<file path="config.mk">
export PLATFORM = sky130hd
export DESIGN_NAME = tof_channel_range_qualifier
export DESIGN_NICKNAME = d
export VERILOG_FILES = /design/src/tcrq_pkg.sv /design/src/tcrq_div.sv /design/src/tcrq_mac.sv /design/src/tof_channel_range_qualifier.sv
export SDC_FILE = /design/constraint.sdc
export NUM_CORES = 1
export LEC_CHECK = 0
export ABC_AREA = 1
export BUFFER_PORTS_ARGS = -buffer_cell sky130_fd_sc_hd__buf_2
export CAP_MARGIN = 30
export CORE_MARGIN = 3
export CORE_UTILIZATION = 55
export DETAILED_ROUTE_END_ITERATION = 16
export PLACE_DENSITY = 0.75
export SETUP_SLACK_MARGIN = 0.1
export SYNTH_ARGS = -nofsm -noshare
export SYNTH_HDL_FRONTEND = slang
export SYNTH_HIERARCHICAL = 1
export SYNTH_SLANG_ARGS = --single-unit
</file>
<file path="constraint.sdc">
create_clock -name i_clk -period 4 [get_ports i_clk]
set_input_delay 0.6 -clock i_clk [delete_from_list [all_inputs] [get_ports i_clk]]
set_output_delay 0.6 -clock i_clk [all_outputs]
set_load 0.02 [all_outputs]
</file>
<file path="src/tcrq_pkg.sv">
`timescale 1ns / 1ps
`default_nettype none
package tcrq_pkg;

    localparam int CHANNELS    = 8;
    localparam int MAX_HISTORY = 16;
    localparam int CH_IDX_W    = $clog2(CHANNELS);

    localparam int DATA_W      = 16;
    localparam int WEIGHT_W    = 9;
    localparam int HLEN_W      = 5;

    localparam int DIV_STEPS   = DATA_W;
    localparam int DIV_CNT_W   = $clog2(DIV_STEPS);
    localparam int MAC_STEPS   = WEIGHT_W;
    localparam int MAC_CNT_W   = $clog2(MAC_STEPS);
    localparam int ACC_W       = DATA_W + WEIGHT_W;

    localparam logic [DATA_W-1:0]   MIN_VALID_MM = 16'd30;
    localparam logic [DATA_W-1:0]   FAR_MM       = 16'd4000;
    localparam logic [WEIGHT_W-1:0] FULL_WEIGHT  = 9'd256;

    localparam logic [DATA_W-1:0]   RST_AMB_THR  = 16'd100;
    localparam logic [HLEN_W-1:0]   RST_HIST_LEN = 5'd4;
    localparam logic [WEIGHT_W-1:0] RST_WEIGHT   = 9'd256;

    typedef enum logic [1:0] {
        REG_AMB_THR  = 2'd0,
        REG_HIST_LEN = 2'd1,
        REG_WEIGHT   = 2'd2
    } t_reg_idx;

    typedef struct packed {
        logic start;
    } t_unit_ctl;

    // window of the newest len flags; zero counts as one, long ones clamp
    function automatic logic [MAX_HISTORY-1:0] hist_mask(input logic [HLEN_W-1:0] len);
        logic [MAX_HISTORY-1:0] m;
        int eff;
        eff = int'(len);
        if (eff == 0) eff = 1;
        if (eff > MAX_HISTORY) eff = MAX_HISTORY;
        for (int i = 0; i < MAX_HISTORY; i++) begin
            m[i] = (i < eff);
        end
        return m;
    endfunction

endpackage
`default_nettype wire

</file>
<file path="src/tcrq_div.sv">
`timescale 1ns / 1ps
`default_nettype none
module tcrq_div (
    input  wire logic                         i_clk,
    input  wire logic                         i_rst_n,
    input  wire tcrq_pkg::t_unit_ctl          i_ctl,
    input  wire logic [tcrq_pkg::DATA_W-1:0]  i_dividend,
    input  wire logic [tcrq_pkg::DATA_W-1:0]  i_divisor,
    output logic                              o_done,
    output logic [tcrq_pkg::DATA_W-1:0]       o_quotient
);

    logic                             r_busy, n_busy;
    logic                             r_done, n_done;
    logic [tcrq_pkg::DIV_CNT_W-1:0]   r_cnt, n_cnt;
    logic [tcrq_pkg::DATA_W-1:0]      r_rem, n_rem;
    logic [tcrq_pkg::DATA_W-1:0]      r_quo, n_quo;
    logic [tcrq_pkg::DATA_W-1:0]      r_den, n_den;
    logic [tcrq_pkg::DATA_W+1:0]      w_diff;

    // restoring division, one quotient bit per cycle; a zero divisor never
    // borrows, so the quotient comes out all ones
    assign w_diff = {1'b0, r_rem, r_quo[tcrq_pkg::DATA_W-1]} - {2'b00, r_den};

    always_comb begin
        n_busy = r_busy;
        n_done = 1'b0;
        n_cnt  = r_cnt;
        n_rem  = r_rem;
        n_quo  = r_quo;
        n_den  = r_den;
        if (i_ctl.start) begin
            n_busy = 1'b1;
            n_cnt  = '0;
            n_rem  = '0;
            n_quo  = i_dividend;
            n_den  = i_divisor;
        end else if (r_busy) begin
            if (!w_diff[tcrq_pkg::DATA_W+1]) begin
                n_rem = w_diff[tcrq_pkg::DATA_W-1:0];
            end else begin
                n_rem = {r_rem[tcrq_pkg::DATA_W-2:0], r_quo[tcrq_pkg::DATA_W-1]};
            end
            n_quo = {r_quo[tcrq_pkg::DATA_W-2:0], ~w_diff[tcrq_pkg::DATA_W+1]};
            n_cnt = r_cnt + 1'b1;
            if (r_cnt == tcrq_pkg::DIV_CNT_W'(tcrq_pkg::DIV_STEPS - 1)) begin
                n_busy = 1'b0;
                n_done = 1'b1;
            end
        end
    end

    always_ff @(posedge i_clk) begin
        if (!i_rst_n) begin
            r_busy <= 1'b0;
            r_done <= 1'b0;
            r_cnt  <= '0;
        end else begin
            r_busy <= n_busy;
            r_done <= n_done;
            r_cnt  <= n_cnt;
        end
        r_rem <= n_rem;
        r_quo <= n_quo;
        r_den <= n_den;
    end

    assign o_done     = r_done;
    assign o_quotient = r_quo;

endmodule
`default_nettype wire

</file>
<file path="src/tcrq_mac.sv">
`timescale 1ns / 1ps
`default_nettype none
module tcrq_mac (
    input  wire logic                           i_clk,
    input  wire logic                           i_rst_n,
    input  wire tcrq_pkg::t_unit_ctl            i_ctl,
    input  wire logic [tcrq_pkg::DATA_W-1:0]    i_cur,
    input  wire logic [tcrq_pkg::DATA_W-1:0]    i_stored,
    input  wire logic [tcrq_pkg::WEIGHT_W-1:0]  i_weight,
    output logic                                o_done,
    output logic [tcrq_pkg::DATA_W-1:0]         o_result
);

    logic                             r_busy, n_busy;
    logic                             r_done, n_done;
    logic [tcrq_pkg::MAC_CNT_W-1:0]   r_cnt, n_cnt;
    logic [tcrq_pkg::WEIGHT_W-1:0]    r_w, n_w;
    logic [tcrq_pkg::WEIGHT_W-1:0]    r_wb, n_wb;
    logic [tcrq_pkg::DATA_W-1:0]      r_cur, n_cur;
    logic [tcrq_pkg::DATA_W-1:0]      r_sto, n_sto;
    logic [tcrq_pkg::ACC_W-1:0]       r_acc, n_acc;

    // stored*(256-w) + cur*w, both weights walked MSB first, one bit a cycle
    always_comb begin
        n_busy = r_busy;
        n_done = 1'b0;
        n_cnt  = r_cnt;
        n_w    = r_w;
        n_wb   = r_wb;
        n_cur  = r_cur;
        n_sto  = r_sto;
        n_acc  = r_acc;
        if (i_ctl.start) begin
            n_busy = 1'b1;
            n_cnt  = '0;
            n_w    = i_weight;
            n_wb   = tcrq_pkg::FULL_WEIGHT - i_weight;
            n_cur  = i_cur;
            n_sto  = i_stored;
            n_acc  = '0;
        end else if (r_busy) begin
            n_acc = {r_acc[tcrq_pkg::ACC_W-2:0], 1'b0}
                  + (r_w[tcrq_pkg::WEIGHT_W-1]  ? tcrq_pkg::ACC_W'(r_cur) : '0)
                  + (r_wb[tcrq_pkg::WEIGHT_W-1] ? tcrq_pkg::ACC_W'(r_sto) : '0);
            n_w   = {r_w[tcrq_pkg::WEIGHT_W-2:0], 1'b0};
            n_wb  = {r_wb[tcrq_pkg::WEIGHT_W-2:0], 1'b0};
            n_cnt = r_cnt + 1'b1;
            if (r_cnt == tcrq_pkg::MAC_CNT_W'(tcrq_pkg::MAC_STEPS - 1)) begin
                n_busy = 1'b0;
                n_done = 1'b1;
            end
        end
    end

    always_ff @(posedge i_clk) begin
        if (!i_rst_n) begin
            r_busy <= 1'b0;
            r_done <= 1'b0;
            r_cnt  <= '0;
        end else begin
            r_busy <= n_busy;
            r_done <= n_done;
            r_cnt  <= n_cnt;
        end
        r_w   <= n_w;
        r_wb  <= n_wb;
        r_cur <= n_cur;
        r_sto <= n_sto;
        r_acc <= n_acc;
    end

    assign o_done   = r_done;
    assign o_result = r_acc[tcrq_pkg::DATA_W+7:8];

endmodule
`default_nettype wire

</file>
<file path="src/tof_channel_range_qualifier.sv">
// Ranging result qualifier for a bank of time-of-flight sensor channels.
// Input channel: i_in_valid / o_in_stall with channel, distance, range status,
// raw ambient and SPAD count; a word is taken when valid is high and stall low.
// Output channel: o_out_valid / i_out_stall with channel, filtered distance,
// ambient per SPAD and the current and recent robot flags, one word per input.
// Config: i_cfg_we writes i_cfg_data into the register picked by i_cfg_index
// (0 ambient threshold, 1 history length, 2 smoothing weight); write only
// while the block is idle.
// One word is processed at a time: a bit-serial divider produces ambient per
// SPAD, then a bit-serial multiply-accumulate applies the smoothing weight.
// A new word is taken only once the previous result has moved to the output
// register, so the input stalls while those two serial units run.
// A finished word sits in the output register while the next one is worked
// on; if the receiver still stalls when the next result is ready, the block
// holds that result and stalls its input until the output register frees up.
// Reset clears the per-channel distances and flag histories, restores the
// register defaults and empties the output.
`timescale 1ns / 1ps
`default_nettype none
module tof_channel_range_qualifier (
    input  wire logic                           i_clk,
    input  wire logic                           i_rst_n,
    input  wire logic                           i_in_valid,
    output logic                                o_in_stall,
    input  wire logic [2:0]                     i_channel,
    input  wire logic [15:0]                    i_distance_mm,
    input  wire logic [7:0]                     i_range_status,
    input  wire logic [15:0]                    i_ambient_raw,
    input  wire logic [15:0]                    i_spad_count,
    output logic                                o_out_valid,
    input  wire logic                           i_out_stall,
    output logic [2:0]                          o_out_channel,
    output logic [15:0]                         o_filtered_distance,
    output logic [15:0]                         o_ambient_per_spad,
    output logic                                o_robot_now,
    output logic                                o_robot_recent,
    input  wire logic                           i_cfg_we,
    input  wire logic [1:0]                     i_cfg_index,
    input  wire logic [15:0]                    i_cfg_data
);

    typedef enum logic [3:0] {
        S_IDLE = 4'b0001,
        S_DIV  = 4'b0010,
        S_MAC  = 4'b0100,
        S_WAIT = 4'b1000
    } t_state;

    t_state r_state, n_state;

    logic [tcrq_pkg::DATA_W-1:0]       r_amb_thr;
    logic [tcrq_pkg::HLEN_W-1:0]       r_hist_len;
    logic [tcrq_pkg::WEIGHT_W-1:0]     r_weight;

    logic [tcrq_pkg::DATA_W-1:0]       r_last [tcrq_pkg::CHANNELS];
    logic [tcrq_pkg::MAX_HISTORY-1:0]  r_hist [tcrq_pkg::CHANNELS];

    logic [2:0]                        r_ch;
    logic                              r_in_range;
    logic [tcrq_pkg::DATA_W-1:0]       r_dist;
    logic                              r_status_bad;
    logic [tcrq_pkg::DATA_W-1:0]       r_stored;
    logic [tcrq_pkg::MAX_HISTORY-1:0]  r_hist_cur;
    logic [tcrq_pkg::DATA_W-1:0]       r_ratio;
    logic                              r_now;
    logic                              r_recent;
    logic [tcrq_pkg::DATA_W-1:0]       r_filt;

    logic                              r_out_valid;
    logic [2:0]                        r_out_ch;
    logic [tcrq_pkg::DATA_W-1:0]       r_out_dist;
    logic [tcrq_pkg::DATA_W-1:0]       r_out_ratio;
    logic                              r_out_now;
    logic                              r_out_recent;

    logic                              w_in_acc;
    logic                              w_out_free;
    logic                              w_in_range;
    logic [tcrq_pkg::CH_IDX_W-1:0]     w_in_idx;
    logic [tcrq_pkg::CH_IDX_W-1:0]     w_idx;
    tcrq_pkg::t_unit_ctl               w_div_ctl;
    tcrq_pkg::t_unit_ctl               w_mac_ctl;
    logic                              w_div_done;
    logic [tcrq_pkg::DATA_W-1:0]       w_quo;
    logic                              w_mac_done;
    logic [tcrq_pkg::DATA_W-1:0]       w_mac_res;
    logic                              w_now;
    logic [tcrq_pkg::MAX_HISTORY-1:0]  w_hist_new;
    logic [tcrq_pkg::DATA_W-1:0]       w_cur;
    logic [tcrq_pkg::WEIGHT_W-1:0]     w_weight;

    assign o_in_stall = (r_state != S_IDLE);
    assign w_in_acc   = i_in_valid && !o_in_stall;
    assign w_out_free = !r_out_valid || !i_out_stall;

    assign w_in_range = int'(i_channel) < tcrq_pkg::CHANNELS;
    assign w_in_idx   = i_channel[tcrq_pkg::CH_IDX_W-1:0];
    assign w_idx      = r_ch[tcrq_pkg::CH_IDX_W-1:0];

    // config registers
    always_ff @(posedge i_clk) begin
        if (!i_rst_n) begin
            r_amb_thr  <= tcrq_pkg::RST_AMB_THR;
            r_hist_len <= tcrq_pkg::RST_HIST_LEN;
            r_weight   <= tcrq_pkg::RST_WEIGHT;
        end else if (i_cfg_we) begin
            unique case (i_cfg_index)
                tcrq_pkg::REG_AMB_THR:  r_amb_thr  <= i_cfg_data;
                tcrq_pkg::REG_HIST_LEN: r_hist_len <= i_cfg_data[tcrq_pkg::HLEN_W-1:0];
                tcrq_pkg::REG_WEIGHT:   r_weight   <= i_cfg_data[tcrq_pkg::WEIGHT_W-1:0];
                default: ;
            endcase
        end
    end

    // per-word qualification, evaluated when the quotient lands
    always_comb begin
        w_now      = w_quo > r_amb_thr;
        w_hist_new = {r_hist_cur[tcrq_pkg::MAX_HISTORY-2:0], w_now};
        w_cur      = r_dist;
        if (r_dist < tcrq_pkg::MIN_VALID_MM) w_cur = tcrq_pkg::FAR_MM;
        if (r_status_bad) w_cur = w_now ? r_stored : tcrq_pkg::FAR_MM;
        w_weight   = (r_weight > tcrq_pkg::FULL_WEIGHT) ? tcrq_pkg::FULL_WEIGHT : r_weight;
    end

    assign w_div_ctl.start = w_in_acc;
    assign w_mac_ctl.start = (r_state == S_DIV) && w_div_done;

    tcrq_div u_div (
        .i_clk      (i_clk),
        .i_rst_n    (i_rst_n),
        .i_ctl      (w_div_ctl),
        .i_dividend (i_ambient_raw),
        .i_divisor  (i_spad_count),
        .o_done     (w_div_done),
        .o_quotient (w_quo)
    );

    tcrq_mac u_mac (
        .i_clk    (i_clk),
        .i_rst_n  (i_rst_n),
        .i_ctl    (w_mac_ctl),
        .i_cur    (w_cur),
        .i_stored (r_stored),
        .i_weight (w_weight),
        .o_done   (w_mac_done),
        .o_result (w_mac_res)
    );

    always_comb begin
        n_state = r_state;
        unique case (r_state)
            S_IDLE: if (w_in_acc) n_state = S_DIV;
            S_DIV:  if (w_div_done) n_state = S_MAC;
            S_MAC:  if (w_mac_done) n_state = S_WAIT;
            S_WAIT: if (w_out_free) n_state = S_IDLE;
            default: n_state = S_IDLE;
        endcase
    end

    always_ff @(posedge i_clk) begin
        if (!i_rst_n) begin
            r_state <= S_IDLE;
        end else begin
            r_state <= n_state;
        end
    end

    // word capture and intermediate results
    always_ff @(posedge i_clk) begin
        if (w_in_acc) begin
            r_ch         <= i_channel;
            r_in_range   <= w_in_range;
            r_dist       <= i_distance_mm;
            r_status_bad <= (i_range_status != '0);
            r_stored     <= w_in_range ? r_last[w_in_idx] : '0;
            r_hist_cur   <= w_in_range ? r_hist[w_in_idx] : '0;
        end
        if (w_mac_ctl.start) begin
            r_ratio    <= w_quo;
            r_now      <= w_now;
            r_recent   <= |(w_hist_new & tcrq_pkg::hist_mask(r_hist_len));
            r_hist_cur <= w_hist_new;
        end
        if ((r_state == S_MAC) && w_mac_done) begin
            r_filt <= w_mac_res;
        end
    end

    // channel state, written back once the smoothed value is known
    always_ff @(posedge i_clk) begin
        if (!i_rst_n) begin
            for (int i = 0; i < tcrq_pkg::CHANNELS; i++) begin
                r_last[i] <= '0;
                r_hist[i] <= '0;
            end
        end else if ((r_state == S_MAC) && w_mac_done && r_in_range) begin
            r_last[w_idx] <= w_mac_res;
            r_hist[w_idx] <= r_hist_cur;
        end
    end

    // output register
    always_ff @(posedge i_clk) begin
        if (!i_rst_n) begin
            r_out_valid <= 1'b0;
        end else if ((r_state == S_WAIT) && w_out_free) begin
            r_out_valid <= 1'b1;
        end else if (!i_out_stall) begin
            r_out_valid <= 1'b0;
        end
        if ((r_state == S_WAIT) && w_out_free) begin
            r_out_ch     <= r_ch;
            r_out_dist   <= r_filt;
            r_out_ratio  <= r_ratio;
            r_out_now    <= r_now;
            r_out_recent <= r_recent;
        end
    end

    assign o_out_valid         = r_out_valid;
    assign o_out_channel       = r_out_ch;
    assign o_filtered_distance = r_out_dist;
    assign o_ambient_per_spad  = r_out_ratio;
    assign o_robot_now         = r_out_now;
    assign o_robot_recent      = r_out_recent;

`ifndef NO_ASSERTIONS
    a_accept_starts_div: assert property (@(posedge i_clk) disable iff (!i_rst_n)
        w_in_acc |=> (r_state == S_DIV))
        else $error("accepted word did not start the divider");

    a_div_done_in_div: assert property (@(posedge i_clk) disable iff (!i_rst_n)
        w_div_done |-> (r_state == S_DIV))
        else $error("divider finished outside the divide phase");

    a_mac_done_in_mac: assert property (@(posedge i_clk) disable iff (!i_rst_n)
        w_mac_done |-> (r_state == S_MAC))
        else $error("smoothing unit finished outside its phase");

    a_out_from_wait: assert property (@(posedge i_clk) disable iff (!i_rst_n)
        $rose(o_out_valid) |-> ($past(r_state) == S_WAIT))
        else $error("output word appeared without a finished result");
`endif

endmodule
`default_nettype wire

</file>
# Word-level counts from Yosys, hierarchy flattened
# Memory sizes are Yosys's and may differ from the RTL's. A register that Yosys moved wholly into a read port is not among the register bits.
# Cells that the tools add are included.
[totals]
regBits = 276
ram_bits = 256
inputBits = 82
output_inout_bits = 39
wordCells = 148
n_memories = 2
[mem_list]
columns = ["memory", "depth", "word_bits", "read_ports", "rd_ports_with_merged_regs", "wr", "line_no", "source"]
rows = [
  ["r_hist", 8, 16, 1, 0, 8, "tof_channel_range_qualifier.sv:56", "logic [tcrq_pkg::MAX_HISTORY-1:0] r_hist [tcrq_pkg::CHANNELS];"],
  ["r_last", 8, 16, 1, 1, 8, "tof_channel_range_qualifier.sv:55", "logic [tcrq_pkg::DATA_W-1:0] r_last [tcrq_pkg::CHANNELS];"],
]
[classes]
n_addsub = 6
n_lt_le_gt_ge = 20
n_eq_ne = 14
muxes = 44
n_bitwise = 5
n_reduce_logical = 25
[ops]
columns = ["op", "n"]
rows = [
  ["< comparator 5 x 32 -> 1 bit (first input constant)", 8],
  ["2-to-1 mux 16 bit", 12],
  ["< comparator 4 x 32 -> 1 bit (first input constant)", 4],
  ["2-to-1 mux 32 bit", 3],
  ["< comparator 3 x 32 -> 1 bit (first input constant)", 2],
  ["adder 24 x 16 -> 24 bit", 2],
  ["OR reduction 16 bit", 3],
  ["2-to-1 mux 9 bit", 5],
  ["> comparator 32 x 6 -> 1 bit (second input constant)", 1],
  ["< comparator 1 x 32 -> 1 bit (first input constant)", 1],
  ["< comparator 2 x 32 -> 1 bit (first input constant)", 1],
  ["subtractor 17 x 16 -> 18 bit", 1],
  ["bitwise AND 16 bit", 1],
  ["> comparator 16 bit", 1],
  ["< comparator 16 x 5 -> 1 bit (second input constant)", 1],
  ["2-to-1 mux 1 bit", 16],
  ["2-to-1 mux 4 bit", 4],
  ["one-hot mux 4 bit (4 select lines)", 1],
  ["== test 4 bit (second input constant)", 3],
  ["> comparator 9 bit (second input constant)", 1],
  ["subtractor 9 bit (first input constant)", 1],
  ["adder 4 x 1 -> 4 bit (second input constant)", 2],
  ["!= test 2 x 1 -> 1 bit (second input constant)", 4],
  ["nonzero test 8 bit", 1],
  ["20 further kinds", 35],
]

# Depth between registers and ports, before layout
[logic_depth]
word_depth = 9
mapped_depth = 20
mapped_depth_nobuf = 18

# Modules after synthesis
# Netlist, hierarchy kept.
[by_module_without_submodules]
columns = ["mod", "instances", "cells_each", "area_per_inst_um2", "seq_area_each_um2"]
rows = [
  ["tof_channel_range_qualifier", 1, 1528, 17095.1, 11811.3],
  ["tcrq_mac", 1, 643, 4933.5, 2072.0],
  ["tcrq_div", 1, 436, 3271.9, 1401.3],
]

# Worst setup path after synthesis
# Ideal clock, no wire load.
[synth_path]
kind = "register -> register"
from = "register r_state[2]"
to = "register r_hist_cur[0] (netlist bit) (enable)"
setup_time_ns = 0.366
arrival_time_ns = 3.729
t_required_ns = 3.634
setup_slack_ns = -0.096
stages_incl_launch_ff = 7
n_path_buf = 1
period_less_slack_ns = 4.096
path_cell_list = "dfxtp_1 -> nor2_1 -> nand3_1 -> nor2_1 -> inv_1 -> clkbuf_1 -> nand2_1"
[synth_via]
word_cells_on_any_way = 6
cone_classes = "eq/ne (2); reduce/logical (4)"
[synth_lines]
columns = ["item", "line_no", "source"]
rows = [
  ["from (decl)", "tof_channel_range_qualifier.sv:49", "t_state r_state, n_state;"],
  ["from (signal assigned)", "tof_channel_range_qualifier.sv:165", "r_state <= n_state;"],
  ["== test 4 x 2 -> 1 bit", "tof_channel_range_qualifier.sv:127", "assign w_mac_ctl.start = (r_state == S_DIV) && w_div_done;"],
  ["logical AND 1 bit", "tof_channel_range_qualifier.sv:127", ""],
  ["net w_mac_ctl", "tof_channel_range_qualifier.sv:82", "tcrq_pkg::t_unit_ctl w_mac_ctl;"],
  ["nonzero test 2 bit (no source line)", "n/a", ""],
  ["to (signal assigned)", "tof_channel_range_qualifier.sv:177", "r_hist_cur <= w_in_range ? r_hist[w_in_idx] : '0;"],
  ["to (signal assigned)", "tof_channel_range_qualifier.sv:183", "r_hist_cur <= w_hist_new;"],
  ["to (decl)", "tof_channel_range_qualifier.sv:63", "logic [tcrq_pkg::MAX_HISTORY-1:0] r_hist_cur;"],
]
# The timed path passes the listed nets, and every way through them passes these cells.
# A chain may end at the register's enable or synchronous reset.

# Worst setup path after layout
[layout_path]
from = "register u_mac/r_wb[8] (netlist bit)"
to = "register u_mac/r_acc[21] (netlist bit)"
[layout_via]
elab_chain_cells = 2
[layout_lines]
columns = ["item", "line_no", "source"]
rows = [
  ["from (decl)", "tcrq_mac.sv:18", "logic [tcrq_pkg::WEIGHT_W-1:0] r_wb, n_wb;"],
  ["from (signal assigned)", "tcrq_mac.sv:66", "r_wb <= n_wb;"],
  ["2-to-1 mux 16 bit", "tcrq_mac.sv:44", "+ (r_wb[tcrq_pkg::WEIGHT_W-1] ? tcrq_pkg::ACC_W'(r_sto) : '0);"],
  ["adder 24 x 16 -> 24 bit", "tcrq_mac.sv:44", ""],
  ["to (signal assigned)", "tcrq_mac.sv:69", "r_acc <= n_acc;"],
  ["to (decl)", "tcrq_mac.sv:21", "logic [tcrq_pkg::ACC_W-1:0] r_acc, n_acc;"],
]
# Every way passes these cells.

==> summary.md <==
| Metric | Value |
|---|---|
| Status | finished, final reports clean |
| Synth Area in Adders | 3.97% |
| Initial Util | 56.5% |
| Number of library cell types mapped by synthesis | 50 |
| Final period demand of the worst path | 2.83 ns |
| Die area | 48600 sq um |
| Slowest CP cell | fa_1 |
| Slew @ Worst Pin | 0.896 ns |
| Placed cell area | 26200 sq um |
| Post-Route Hold Slack | 0.160 ns |
| Multiplexer share of the synthesized area | 0% |
| Setup slack, reg-to-reg | 1.17 ns |
| Chip height | 220 microns |
| Crit-path most repeated cell | nand2_1 |
| Num rows | 77 |
| Max_cap viols | 0 |
| GPL Wtd Cong | 0.951 |
| Post-Synth Simple-Gate Area | 19.7% |
| Clock Path Buffers | 3 |
| Initial drt markers | 2140 |
| First-pass GRT wire length | 99000 microns |
| Antenna violations before repair | 2 |
| H-tree levels | 2 |
| Commonest non-fill, non-tap cells in the layout | nand2_1 (522), nor2_1 (467), edfxtp_1 (451), inv_1 (272), o21ai_0 (191) |
| Post-synth EDFFs | 451 |
| R2R depth | 19 |
| Largest family of logic cells by synthesized area | simple AND/OR/NAND/NOR gates |
| Pleak | 12.2 nW |
| Crit Path Category | reg2reg |
| Post-CTS sizing | 0 |
| Worst slack at placement | 1.19 ns |
| Hold_buf cts | 0 |
| PwrDens | 470 nW/um^2 |
| Core area | 44800 sq um |
| Max frequency | 353 MHz |
| Total Routing Usage GR | 26.3% |
| Crit Path Max Fanout | 16 |
| Synth Warn # | 6 |
| Worst setup path startpoint | u_mac/r_wb[8] |
| Layout cells sized above 1 | 10.6% |
| Predominant post-synthesis flop cell | edfxtp_1 |
| Clock Latency Late Sink | 0.64 ns |
| CP bufs+invs | 5 |
| Gr ovfl total | 0 |
| TNS Setup | 0 ns |
| CTS tree | done |
| Largest net degree at the start of global routing | 125 |
| Type of the most critical hold path | in2reg |
| XOR/XNOR Fraction of Synth Area | 0.450% |
| Final Setup Violations | 0 |
| Top Family by Delay on Critical Path | adder cells |
| Yosys reg bits | 538 |
| Post-Syn Nets | 2759 |
| Worst IR Drop VDD | 0.334 mV |
| WL final | 63800 microns |
| CP Data Arrival Time | 3.33 ns |
| Horiz. Die Dim | 220 microns |
| Commonest non-fill, non-tap cell in the layout | nand2_1 |
| Vias | 18.8k |
| RR Endpoint | u_mac/r_acc[21] |
| CP Capture Type | flop |
| Final period utilization | 70.8% |
| Final Hold Viols | 0 |
| Root buf cell | clkbuf_16 |
| Wire per inst | 19.1 microns |
| DRT antenna net count | 0 |
| Max-slew headroom | 40.1% |
| Setup bufs post-CTS | 0 |
| Final Cell Area | 28000 sq um |
| Final WS setup | 1.17 ns |
| Reg2reg start | u_mac/r_wb[8] |
| Dpl cells | 3227 |
| Crit path depth | 19 |
| Area grow syn2layout | 10.5% |
| Nets | 2843 |
| Cells after synthesis | 2607 |
| CP Data Required Time | 4.50 ns |
| Syn Area/Cell | 9.70 sq um |
| DR pass1 iterations | 6 |
| Post-synthesis sequential area ratio | 60.4% |
| Non-filler instance count after layout | 3330 |
| Post-Syn Area | 25300 sq um |
| Worst Setup Start Kind | flop |
| Max Slew Vio Count | 0 |
| Final-layout fill cell count | 3594 |
| Via density | 5.64 |
| DR DRC count | 0 |
| Vias in the first global route | 18.5k |
| Crit-path max cell delay | 0.46 ns |
| RSZ-0062 raised after global routing | false |
| Clk_skew | 0.0422 ns |
| Num ports | 121 |
| Post-synthesis compound-gate area fraction | 8.02% |
| PnR Total Power | 13.1 mW |
| Async set or reset register ratio after synthesis | 0% |
| Cell Chain, Critical Path | buf_4 -> nand2_1 -> fa_1 -> inv_1 -> ha_1 -> inv_1 -> fa_1 -> inv_1 -> nand2_1 -> nand2_1 -> nand3_1 -> nand2_2 -> nand2_2 -> nand2_2 -> nand2_1 -> nand2_1 -> nand3_1 -> nand2_1 -> inv_1 |
| IO Port Bufs | 120 |
| Final core occ | 62.4% |
| CP endpoint | u_mac/r_acc[21] |
| Clock sink total | 538 |
| Dpl hpwl | 40000 microns |
| Clock-pin slew on the worst setup and hold paths | 0.06 ns |
| Total CTS buffers | 54 |
final cells by class:
class | count | area (sq um) | area share (%)
Sequential cell | 538 | 15300 | 54.7
Multi-Input combinational cell | 1645 | 8150 | 29.2
Clock buffer | 70 | 1420 | 5.08
Inverter | 300 | 1130 | 4.03
Timing Repair Buffer | 152 | 881 | 3.15
Tap cell | 592 | 741 | 2.65
Clock inverter | 32 | 355 | 1.27
Antenna cell | 1 | 2.50 | 0.00895
routing by layer:
| metal | vias up | part of all wire (%) | global-route usage, % |
|---|---|---|---|
| li1 | 8827 | - | - |
| met1 | 8928 | 40 | 34.8 |
| met2 | 885 | 48 | 44.0 |
| met3 | 142 | 9.1 | 4.30 |
| met4 | 2 | 2.9 | 9.66 |
| met5 | - | 0.017 | 0 |
synthesized netlist by cell type (4+ instances only):
| cell type | instances | area, sq um |
|---|---|---|
| nand2_4 | 11 | 124 |
| o211ai_1 | 5 | 37.5 |
| clkinv_1 | 16 | 60.1 |
| nand4_1 | 17 | 106 |
| buf_4 | 19 | 143 |
| and2_1 | 4 | 25.0 |
| o221ai_1 | 22 | 193 |
| o22ai_1 | 43 | 269 |
| o21ai_1 | 22 | 110 |
| inv_1 | 273 | 1020 |
| nor3_1 | 6 | 30.0 |
| xnor2_1 | 8 | 70.1 |
| xor2_1 | 5 | 43.8 |
| nand3_2 | 8 | 80.1 |
| nand3_1 | 115 | 576 |
| clkbuf_1 | 65 | 244 |
| nor2_1 | 469 | 1760 |
| fa_1 | 17 | 340 |
| buf_6 | 27 | 304 |
| o21ai_0 | 191 | 956 |
| dfxtp_1 | 87 | 1740 |
| a21oi_1 | 71 | 355 |
| buf_2 | 10 | 50.1 |
| edfxtp_1 | 451 | 13500 |
| nand2_1 | 522 | 1960 |
| nand3b_1 | 6 | 45.0 |
| inv_2 | 11 | 41.3 |
| nor2_2 | 12 | 75.1 |
| ha_1 | 53 | 663 |
| nand2_2 | 9 | 56.3 |
worst min-delay path by stage:
stage / startpoint / to / slack (ns) / cells past startpoint
after global routing: i_distance_mm[1] / r_dist[1] / 0.14 / 1
after CTS: i_distance_mm[15] / r_dist[15] / 0.13 / 1
final: i_distance_mm[15] / r_dist[15] / 0.16 / 1
after detailed placement: r_ratio[7] / o_ambient_per_spad[7] / 0.40 / 0
after floorplan: r_ratio[0] / o_ambient_per_spad[0] / 0.40 / 0
after global placement: r_ratio[13] / o_ambient_per_spad[13] / 0.40 / 0
flip-flops by register name (all words and copies together), names as in the netlist, 15 cells and up:
| signal | count |
|---|---|
| o_ambient_per_spad | 16 |
| o_filtered_distance | 16 |
| r_amb_thr | 16 |
| r_dist | 16 |
| r_filt | 16 |
| r_hist | 120 |
| r_hist_cur | 15 |
| r_last | 128 |
| r_ratio | 16 |
| r_stored | 16 |
| u_div/o_quotient | 16 |
| u_div/r_den | 16 |
| u_div/r_rem | 16 |
| u_mac/r_acc | 24 |
| u_mac/r_cur | 16 |
| u_mac/r_sto | 16 |
power breakdown:
group | switching, mW | total, mW | internal (mW)
clock network | 2.17 | 5.09 | 2.91
logic | 1.04 | 1.51 | 0.467
registers | 0.187 | 6.55 | 6.36
cells by family after synthesis:
logic type,after synthesis
AO/OA/AOI/OAI,367
XOR/XNOR,13
adder cells (fa/ha/maj),70
buffers and inverters,424
flip-flops,538
AND/OR/NAND/NOR,1195
worst register-to-register path: cells and delay by family (launching register included):
kind | cells | cell delay, ns
adders and majority gates | 3 | 1.04
and+or+nand+nor | 11 | 0.90
buffers and inverters | 5 | 0.48
DFF | 1 | 0.32
Note: power is estimated with default switching activity, not from simulation.
